`config.mk`:
```
export PLATFORM = sky130hd
export DESIGN_NAME = srrip_fully_assoc_lookup
export DESIGN_NICKNAME = d
export VERILOG_FILES = /design/src/design/srrip_pkg.sv /design/src/design/srrip_cfg_regs.sv /design/src/design/srrip_way_store.sv /design/src/design/srrip_fully_assoc_lookup.sv
export SDC_FILE = /design/constraint.sdc
export NUM_CORES = 2
export LEC_CHECK = 0
export ABC_CLOCK_PERIOD_IN_PS = 32200
export BUFFER_PORTS_ARGS = -buffer_cell sky130_fd_sc_hd__buf_2
export CELL_PAD_IN_SITES_DETAIL_PLACEMENT = 0
export CELL_PAD_IN_SITES_GLOBAL_PLACEMENT = 1
export CORE_MARGIN = 2
export CORE_UTILIZATION = 40
export DETAILED_ROUTE_END_ITERATION = 7
export PLACE_DENSITY_LB_ADDON = 0.1
export SKIP_CTS_REPAIR_TIMING = 1
export SLEW_MARGIN = 5
export SYNTH_ARGS = -nofsm -noshare
export SYNTH_HDL_FRONTEND = slang
export SYNTH_HIERARCHICAL = 1
export SYNTH_SLANG_ARGS = --single-unit
```
`constraint.sdc`:
```
create_clock -name clk -period 32.2 [get_ports clk]
set_input_delay 1.61 -clock clk [delete_from_list [all_inputs] [get_ports clk]]
set_output_delay 1.61 -clock clk [all_outputs]
set_load 0.05 [all_outputs]
```
`src/design/srrip_pkg.sv`:
```
package srrip_pkg;

  localparam int TAG_W        = 64;
  localparam int RRPV_W       = 4;
  localparam int WIDTH_REG_W  = 3;
  localparam int INS_REG_W    = 4;
  localparam int DEFAULT_WAYS = 16;

  localparam int APB_ADDR_W   = 3;
  localparam int APB_DATA_W   = 32;

  localparam int OUT_WAY_W    = 4;
  localparam int OUT_OCC_W    = 5;
  localparam int OUT_TDATA_W  = 16;

  typedef enum logic [0:0] {
    REG_RRPV_WIDTH  = 1'b0,
    REG_INSERT_RRPV = 1'b1
  } reg_idx_t;

  localparam logic [WIDTH_REG_W-1:0] RRPV_WIDTH_RST  = 3'd2;
  localparam logic [INS_REG_W-1:0]   INSERT_RRPV_RST = 4'd2;

  typedef struct packed {
    logic [WIDTH_REG_W-1:0] rrpv_width;
    logic [INS_REG_W-1:0]   insert_rrpv;
  } cfg_t;

  // Largest prediction value for a width; widths below 1 act as 1, above 4 as 4.
  function automatic logic [RRPV_W-1:0] rrpv_ceiling(input logic [WIDTH_REG_W-1:0] w);
    logic [RRPV_W-1:0] mx;
    case (w) inside
      3'd0, 3'd1: mx = 4'd1;
      3'd2:       mx = 4'd3;
      3'd3:       mx = 4'd7;
      default:    mx = 4'd15;
    endcase
    return mx;
  endfunction

endpackage

```
`src/design/srrip_cfg_regs.sv`:
```
module srrip_cfg_regs (
  input  logic                               clk,
  input  logic                               rst,
  input  logic                               psel,
  input  logic                               penable,
  input  logic                               pwrite,
  input  logic [srrip_pkg::APB_ADDR_W-1:0]   paddr,
  input  logic [srrip_pkg::APB_DATA_W-1:0]   pwdata,
  output logic [srrip_pkg::APB_DATA_W-1:0]   prdata,
  output logic                               pready,
  output srrip_pkg::cfg_t                    cfg
);

  srrip_pkg::reg_idx_t idx;
  logic                wr_en;

  assign pready = 1'b1;
  assign idx    = srrip_pkg::reg_idx_t'(paddr[2]);
  assign wr_en  = psel && penable && pwrite && pready;

  always_ff @(posedge clk) begin
    if (rst) begin
      cfg.rrpv_width  <= srrip_pkg::RRPV_WIDTH_RST;
      cfg.insert_rrpv <= srrip_pkg::INSERT_RRPV_RST;
    end else if (wr_en) begin
      case (idx)
        srrip_pkg::REG_RRPV_WIDTH:
          cfg.rrpv_width <= pwdata[srrip_pkg::WIDTH_REG_W-1:0];
        srrip_pkg::REG_INSERT_RRPV:
          cfg.insert_rrpv <= pwdata[srrip_pkg::INS_REG_W-1:0];
        default: ;
      endcase
    end
  end

  always_comb begin
    case (idx)
      srrip_pkg::REG_RRPV_WIDTH:
        prdata = {{(srrip_pkg::APB_DATA_W-srrip_pkg::WIDTH_REG_W){1'b0}}, cfg.rrpv_width};
      srrip_pkg::REG_INSERT_RRPV:
        prdata = {{(srrip_pkg::APB_DATA_W-srrip_pkg::INS_REG_W){1'b0}}, cfg.insert_rrpv};
      default:
        prdata = '0;
    endcase
  end

endmodule

```
`src/design/srrip_way_store.sv`:
```
module srrip_way_store #(
  parameter int WAYS  = srrip_pkg::DEFAULT_WAYS,
  parameter int WAY_W = 4,
  parameter int CNT_W = 5
) (
  input  logic                          clk,
  input  logic                          rst,
  input  logic                          upd,
  input  logic [srrip_pkg::TAG_W-1:0]   tag,
  input  srrip_pkg::cfg_t               cfg,
  output logic                          hit,
  output logic [WAY_W-1:0]              way,
  output logic [CNT_W-1:0]              fill_after
);

  localparam int RW = srrip_pkg::RRPV_W;
  localparam int NV = 2 ** RW;

  logic [srrip_pkg::TAG_W-1:0] tags [WAYS];
  logic [RW-1:0]               rrpv [WAYS];
  logic [CNT_W-1:0]            fill_count;

  logic [RW-1:0]    mx;
  logic [RW-1:0]    ins;
  logic             full;
  logic [WAY_W-1:0] hit_way;
  logic [RW-1:0]    sat [WAYS];
  logic [NV-1:0]    present;
  logic [RW-1:0]    largest;
  logic [RW-1:0]    delta;
  logic [WAY_W-1:0] victim;
  logic [WAY_W-1:0] fill_way;

  assign mx       = srrip_pkg::rrpv_ceiling(cfg.rrpv_width);
  assign ins      = (cfg.insert_rrpv > mx) ? mx : cfg.insert_rrpv;
  assign full     = (fill_count == CNT_W'(WAYS));
  assign fill_way = fill_count[WAY_W-1:0];

  // Lowest valid way whose tag matches
  always_comb begin
    hit     = 1'b0;
    hit_way = '0;
    for (int i = WAYS - 1; i >= 0; i--) begin
      if ((CNT_W'(i) < fill_count) && (tags[i] == tag)) begin
        hit     = 1'b1;
        hit_way = WAY_W'(i);
      end
    end
  end

  // Values above the maximum count as the maximum
  always_comb begin
    for (int i = 0; i < WAYS; i++) begin
      sat[i] = (rrpv[i] > mx) ? mx : rrpv[i];
    end
  end

  // Which values occur, then the largest one
  always_comb begin
    present = '0;
    for (int v = 0; v < NV; v++) begin
      for (int i = 0; i < WAYS; i++) begin
        if (sat[i] == RW'(v)) present[v] = 1'b1;
      end
    end
    largest = '0;
    for (int v = 0; v < NV; v++) begin
      if (present[v]) largest = RW'(v);
    end
  end

  // Aging by the gap lets the lowest way holding the largest value reach the maximum
  always_comb begin
    victim = '0;
    for (int i = WAYS - 1; i >= 0; i--) begin
      if (sat[i] == largest) victim = WAY_W'(i);
    end
  end

  assign delta = mx - largest;

  always_comb begin
    if (hit)       way = hit_way;
    else if (!full) way = fill_way;
    else           way = victim;
  end

  assign fill_after = (!hit && !full) ? fill_count + CNT_W'(1) : fill_count;

  always_ff @(posedge clk) begin
    if (rst) begin
      fill_count <= '0;
    end else if (upd) begin
      fill_count <= fill_after;
    end
  end

  always_ff @(posedge clk) begin
    if (upd) begin
      if (hit) begin
        rrpv[hit_way] <= '0;
      end else if (!full) begin
        tags[fill_way] <= tag;
        rrpv[fill_way] <= ins;
      end else begin
        for (int i = 0; i < WAYS; i++) begin
          rrpv[i] <= (WAY_W'(i) == victim) ? ins : rrpv[i] + delta;
        end
        tags[victim] <= tag;
      end
    end
  end

endmodule

```
`src/design/srrip_fully_assoc_lookup.sv`:
```
// Fully associative tag lookup with static re-reference interval replacement.
//
// Input stream (s_*): one 64-bit tag per item in s_tdata.
// Output stream (m_*): one result per tag, in order. m_tuser carries the
// hit flag; m_tdata holds the way that now holds the tag and the number of
// valid ways after the access.
// Configuration: APB port with the prediction width at 0x0 and the insert
// value at 0x4; write only while no tag is in flight.
//
// A tag accepted into the input register has its result written to the result
// register and shown on m_tvalid. Throughput is one tag per cycle while the
// result is not stalled: the whole compare, aging and victim choice over all
// ways is one combinational pass between the input and result registers, and
// the store updates at the same edge that the result is registered, so the
// following tag sees the new state. When m_tready is low the result holds, the
// input register holds a second tag, and s_tready drops until the result is taken.
// Reset clears the valid count (the store is empty), the input and result valid
// flags and the registers back to width 2, insert value 2. No clearing pass.
module srrip_fully_assoc_lookup #(
  parameter int WAYS = srrip_pkg::DEFAULT_WAYS
) (
  input  logic                                 clk,
  input  logic                                 rst,
  input  logic                                 s_tvalid,
  output logic                                 s_tready,
  input  logic [srrip_pkg::TAG_W-1:0]          s_tdata,  // [63:0] tag
  output logic                                 m_tvalid,
  input  logic                                 m_tready,
  output logic [srrip_pkg::OUT_TDATA_W-1:0]    m_tdata,  // [3:0] way_index, [8:4] occupancy
  output logic                                 m_tuser,  // [0] hit
  input  logic                                 psel,
  input  logic                                 penable,
  input  logic                                 pwrite,
  input  logic [srrip_pkg::APB_ADDR_W-1:0]     paddr,
  input  logic [srrip_pkg::APB_DATA_W-1:0]     pwdata,
  output logic [srrip_pkg::APB_DATA_W-1:0]     prdata,
  output logic                                 pready
);

  localparam int WAY_W = (WAYS > 1) ? $clog2(WAYS) : 1;
  localparam int CNT_W = $clog2(WAYS + 1);
  localparam int OW    = srrip_pkg::OUT_WAY_W;
  localparam int OC    = srrip_pkg::OUT_OCC_W;

  srrip_pkg::cfg_t cfg;

  logic                        in_valid;
  logic [srrip_pkg::TAG_W-1:0] in_tag;
  logic                        advance;
  logic                        lk_hit;
  logic [WAY_W-1:0]            lk_way;
  logic [CNT_W-1:0]            lk_fill;
  logic [WAY_W+OW-1:0]         way_ext;
  logic [CNT_W+OC-1:0]         occ_ext;
  logic [OW-1:0]               res_way;
  logic [OC-1:0]               res_occ;
  logic                        res_hit;

  srrip_cfg_regs u_cfg (
    .clk     (clk),
    .rst     (rst),
    .psel    (psel),
    .penable (penable),
    .pwrite  (pwrite),
    .paddr   (paddr),
    .pwdata  (pwdata),
    .prdata  (prdata),
    .pready  (pready),
    .cfg     (cfg)
  );

  // Result register can load when empty or being drained
  assign advance  = !m_tvalid || m_tready;
  assign s_tready = !in_valid || advance;

  always_ff @(posedge clk) begin
    if (rst) begin
      in_valid <= 1'b0;
    end else if (s_tready) begin
      in_valid <= s_tvalid;
    end
  end

  always_ff @(posedge clk) begin
    if (s_tready && s_tvalid) in_tag <= s_tdata;
  end

  srrip_way_store #(
    .WAYS  (WAYS),
    .WAY_W (WAY_W),
    .CNT_W (CNT_W)
  ) u_store (
    .clk        (clk),
    .rst        (rst),
    .upd        (in_valid && advance),
    .tag        (in_tag),
    .cfg        (cfg),
    .hit        (lk_hit),
    .way        (lk_way),
    .fill_after (lk_fill)
  );

  assign way_ext = {{OW{1'b0}}, lk_way};
  assign occ_ext = {{OC{1'b0}}, lk_fill};

  always_ff @(posedge clk) begin
    if (rst) begin
      m_tvalid <= 1'b0;
    end else if (advance) begin
      m_tvalid <= in_valid;
    end
  end

  always_ff @(posedge clk) begin
    if (advance && in_valid) begin
      res_hit <= lk_hit;
      res_way <= way_ext[OW-1:0];
      res_occ <= occ_ext[OC-1:0];
    end
  end

  assign m_tuser = res_hit;
  assign m_tdata = {{(srrip_pkg::OUT_TDATA_W-OW-OC){1'b0}}, res_occ, res_way};

endmodule

```
==> results.yml <==
status:
  status: "finished, final reports clean"
power_and_ir_drop:
  total_power_mw: 3.47
  seq_power_share_pct: 49.2
  intPower_mw: 2.60
  p_switching_uw: 870
  p_comb_share_pct: 9.6
  irDropWorstVdd_uv: 50.0
  clock_power_share_pct: 41.3
  swShare_pct: 25.0
  leakage_nw: 22.0
  power.density_nw_per_um2: 52.5
worst_hold_path:
  holdPathStages: 2
  hold_end: "m_tvalid"
  worstHoldStart: "in_valid"
  hold_class: "flop to flop"
sta:
  finalCritPeriodShare_pct: 32.3
  fin_ws_ns: 21.82
  post-route-min-period_ns: 10.39
  rsz0062_at_grt: "no"
  worst_pin_slew_ns: 1.38
  drv_slew: 0
  hold_violations: 0
  skew_ns: 0.0529
  whs_ns: 0.496
  timing.setup.tns_ns: 0
  maxSlewHeadroom_pct: 5.53
  finalSetupViolCount: 0
  max_freq_mhz: 96.3
route:
  vias: 37900
  routed_wl_mm: 205
  viasPerCell: 5.75
  ant_nets: 0
  drt_iter0_markers: 3246
  drc: 0
  drt-wirelength-per-cell_um: 31.0
  dr.pass1.iters: 6
floorplan:
  pin_count: 158
  start_util_pct: 40.4
  core_um2: 146000
  dieArea_um2: 150000
  die_w_um: 387
  rows: 140
  die_height_um: 387
grt:
  grt_first_pass_wirelength_mm: 286
  grt_pass1_vias: 36800
  grt_max_degree: 65
  antenna_found_initial: 6
  gr-total-overflow: 0
  grtUsageTotal_pct: 26.8
synthesis:
  synth_edf_count: 1162
  syn-mean-instance-area_um2: 13.3
  ys_seq_elements: 1176
  ys_seq_area_share_pct: 59.8
  yosysTopAreaCellShare_pct: 59.3
  synth_top_cell_by_area: "edfxtp_1"
  async_flop_share_pct: 0
  yosys-top-cells-area: "edfxtp_1, xor2_1, xnor2_1"
  yosysUniqueCellTypes: 113
  synthFlopType: "edfxtp_1"
  netlist_instances: 4421
  yosysWarnings: 6
  syn_area_um2: 58800
  synth_most_common_cell: "edfxtp_1"
  synth_commonest_cells: "edfxtp_1, xor2_1, xnor2_1, nor4_1, nand4_1"
critical_path:
  path_cells: "buf_4 -> or2_1 -> buf_4 -> inv_4 -> buf_4 -> ha_1 -> a21o_1 -> a2111oi_2 -> a2111oi_0 -> nand4_1 -> and4b_1 -> a211o_1 -> inv_1 -> nand2_2 -> inv_1 -> buf_4 -> o211ai_1 -> and2_1 -> o221ai_2 -> a21oi_2 -> o31ai_2 -> nor4_2 -> buf_4"
  path_max_fanout: 60
  critPathSlowestCell: "a2111oi_0"
  cp.arrival_ns: 10.72
  ff2ff_path_depth: 23
  r2r_start: "u_cfg/cfg[6]"
  r2r-end: "u_store/tags[12][63]"
  cp-end-kind: "flop"
  crit_top_cell: "buf_4"
  critical_path_class: "flop to flop"
  critPathRequiredTime_ns: 32.54
  startpoint_type: "flop"
  slowest_delay_ns: 1.12
  r2r_setup_slack_ns: 21.82
finish:
  final_util_pct: 45.4
  syn2layout_area_growth_pct: 12.4
  layout-drive-gt1-share_pct: 11.5
  nNetsFinal: 4817
clocking:
  clockRootBuffer: "clkbuf_16"
  htree_levels: 4
  cts_buffers: 133
  cts_tree: "built"
  clock_path_buffers: 3
  clock_sinks: 1176
  clkSlewWorstSetupHoldPaths_ns: 0.06
  clk-insertion-delay-late_ns: 0.76
placement:
  gp_congestion: 0.986
  dp_slack_ns: 22.14
  portBuffers: 91
  dpl.hpwl_mm: 137
flow_run:
  maxCapViolCount: 0
power groups by stage:
stage                     Combinational [mW]  Clock [mW]  Sequential, mW
final                                  0.332        1.43            1.71
after global routing                   0.353        1.53            1.71
after CTS                              0.333        1.46            1.71
after detailed placement               0.332           0            1.74
after global placement                 0.332           0            1.74
after floorplan                        0.193           0            1.75
layer usage:
metal | global-route usage, % | vias to the layer above | share of wire (%)
met5 | 0 | - | 0
met4 | 10.0 | 0 | 4.0
met3 | 3.17 | 343 | 4.0
met2 | 46.3 | 1077 | 50
met1 | 34.6 | 19500 | 42
li1 | - | 17000 | -
flip-flops by register name, summed over array words and instances, names as in the netlist:
name,count
res_occ,5
in_tag,64
u_store/tags,1024
res_way,4
u_store/fill_count,5
m_tvalid,1
in_valid,1
u_cfg/cfg,7
u_store/rrpv,64
m_tuser,1
critical path: cells and delay by family (launching register included):
| kind | cells | cell delay (ns) |
|---|---|---|
| compound gates | 8 | 3.92 |
| buf+inv | 8 | 2.93 |
| simple gates | 6 | 2.46 |
| fa+ha+maj | 1 | 0.27 |
| flops | 1 | 0.29 |
how the worst max path moves through the flow:
stage | start | endpoint | slack (ns) | cells past startpoint
after floorplan | u_cfg/cfg[6] | u_store/tags[12][0] | 19.59 | 23
after detailed placement | u_cfg/cfg[6] | u_store/tags[12][19] | 22.14 | 24
after CTS | u_cfg/cfg[6] | u_store/tags[12][34] | 22.10 | 24
after global routing | u_cfg/cfg[6] | u_store/tags[12][6] | 21.69 | 23
after global placement | u_cfg/cfg[6] | u_store/tags[12][35] | 22.06 | 21
final | u_cfg/cfg[6] | u_store/tags[12][63] | 21.82 | 23
placed cells by master, fill, tap and decap left out, drive strengths merged, types with 14 or more instances in the layout:
master,netlist,final
dfxtp,14,14
a211oi,43,43
a32oi,16,16
nor2,128,128
nand3b,20,20
ha,102,102
nor2b,31,31
edfxtp,1162,1162
o21ai,80,80
a2bb2oi,26,26
o2111ai,16,16
o311ai,14,14
mux2,17,17
nand4,165,165
nand2,124,124
and3,24,24
xor2,519,519
and4,29,29
a21oi,115,115
inv,126,133
nor3b,22,22
conb,3,36
xnor2,491,491
nor3,59,59
a221oi,16,16
clkbuf,156,163
nand3,82,82
and2,30,30
a2111oi,34,34
mux2i,89,89
nand2b,44,44
nor4,190,190
fa,17,17
o22ai,71,71
a22oi,23,23
a311oi,17,17
a21o,38,38
clkinv,0,46
buf,91,250
cells by family after synthesis:
kind of cell | after synthesis | synth area share (%)
DFF | 1176 | 59.8
and+or+nand+nor | 1015 | 10.0
xor gates and xnor gates | 1010 | 15.0
AOI/OAI and AO/OA | 619 | 7.78
buffers and inverters | 373 | 2.73
adders and majority gates | 119 | 2.75
muxes | 106 | 1.84
other | 3 | 0.0191
stage by stage:
step,cells,area (um2)
finish,6598,66100
global route,6596,66100
CTS,6596,66100
detailed placement,6374,62000
global placement,6374,62000
floorplan,4454,58900
cell type report:
cell class | instances | area (um2)
inverter | 126 | 475
antenna | 2 | 5.00
tap | 1917 | 2400
fill | 13200 | 79600
clock buffer | 163 | 3450
multi-input combinational | 2905 | 22300
clock inverter | 59 | 628
sequential | 1176 | 35200
timing repair buffer | 250 | 1650
Power figures use the tool's default switching activity.
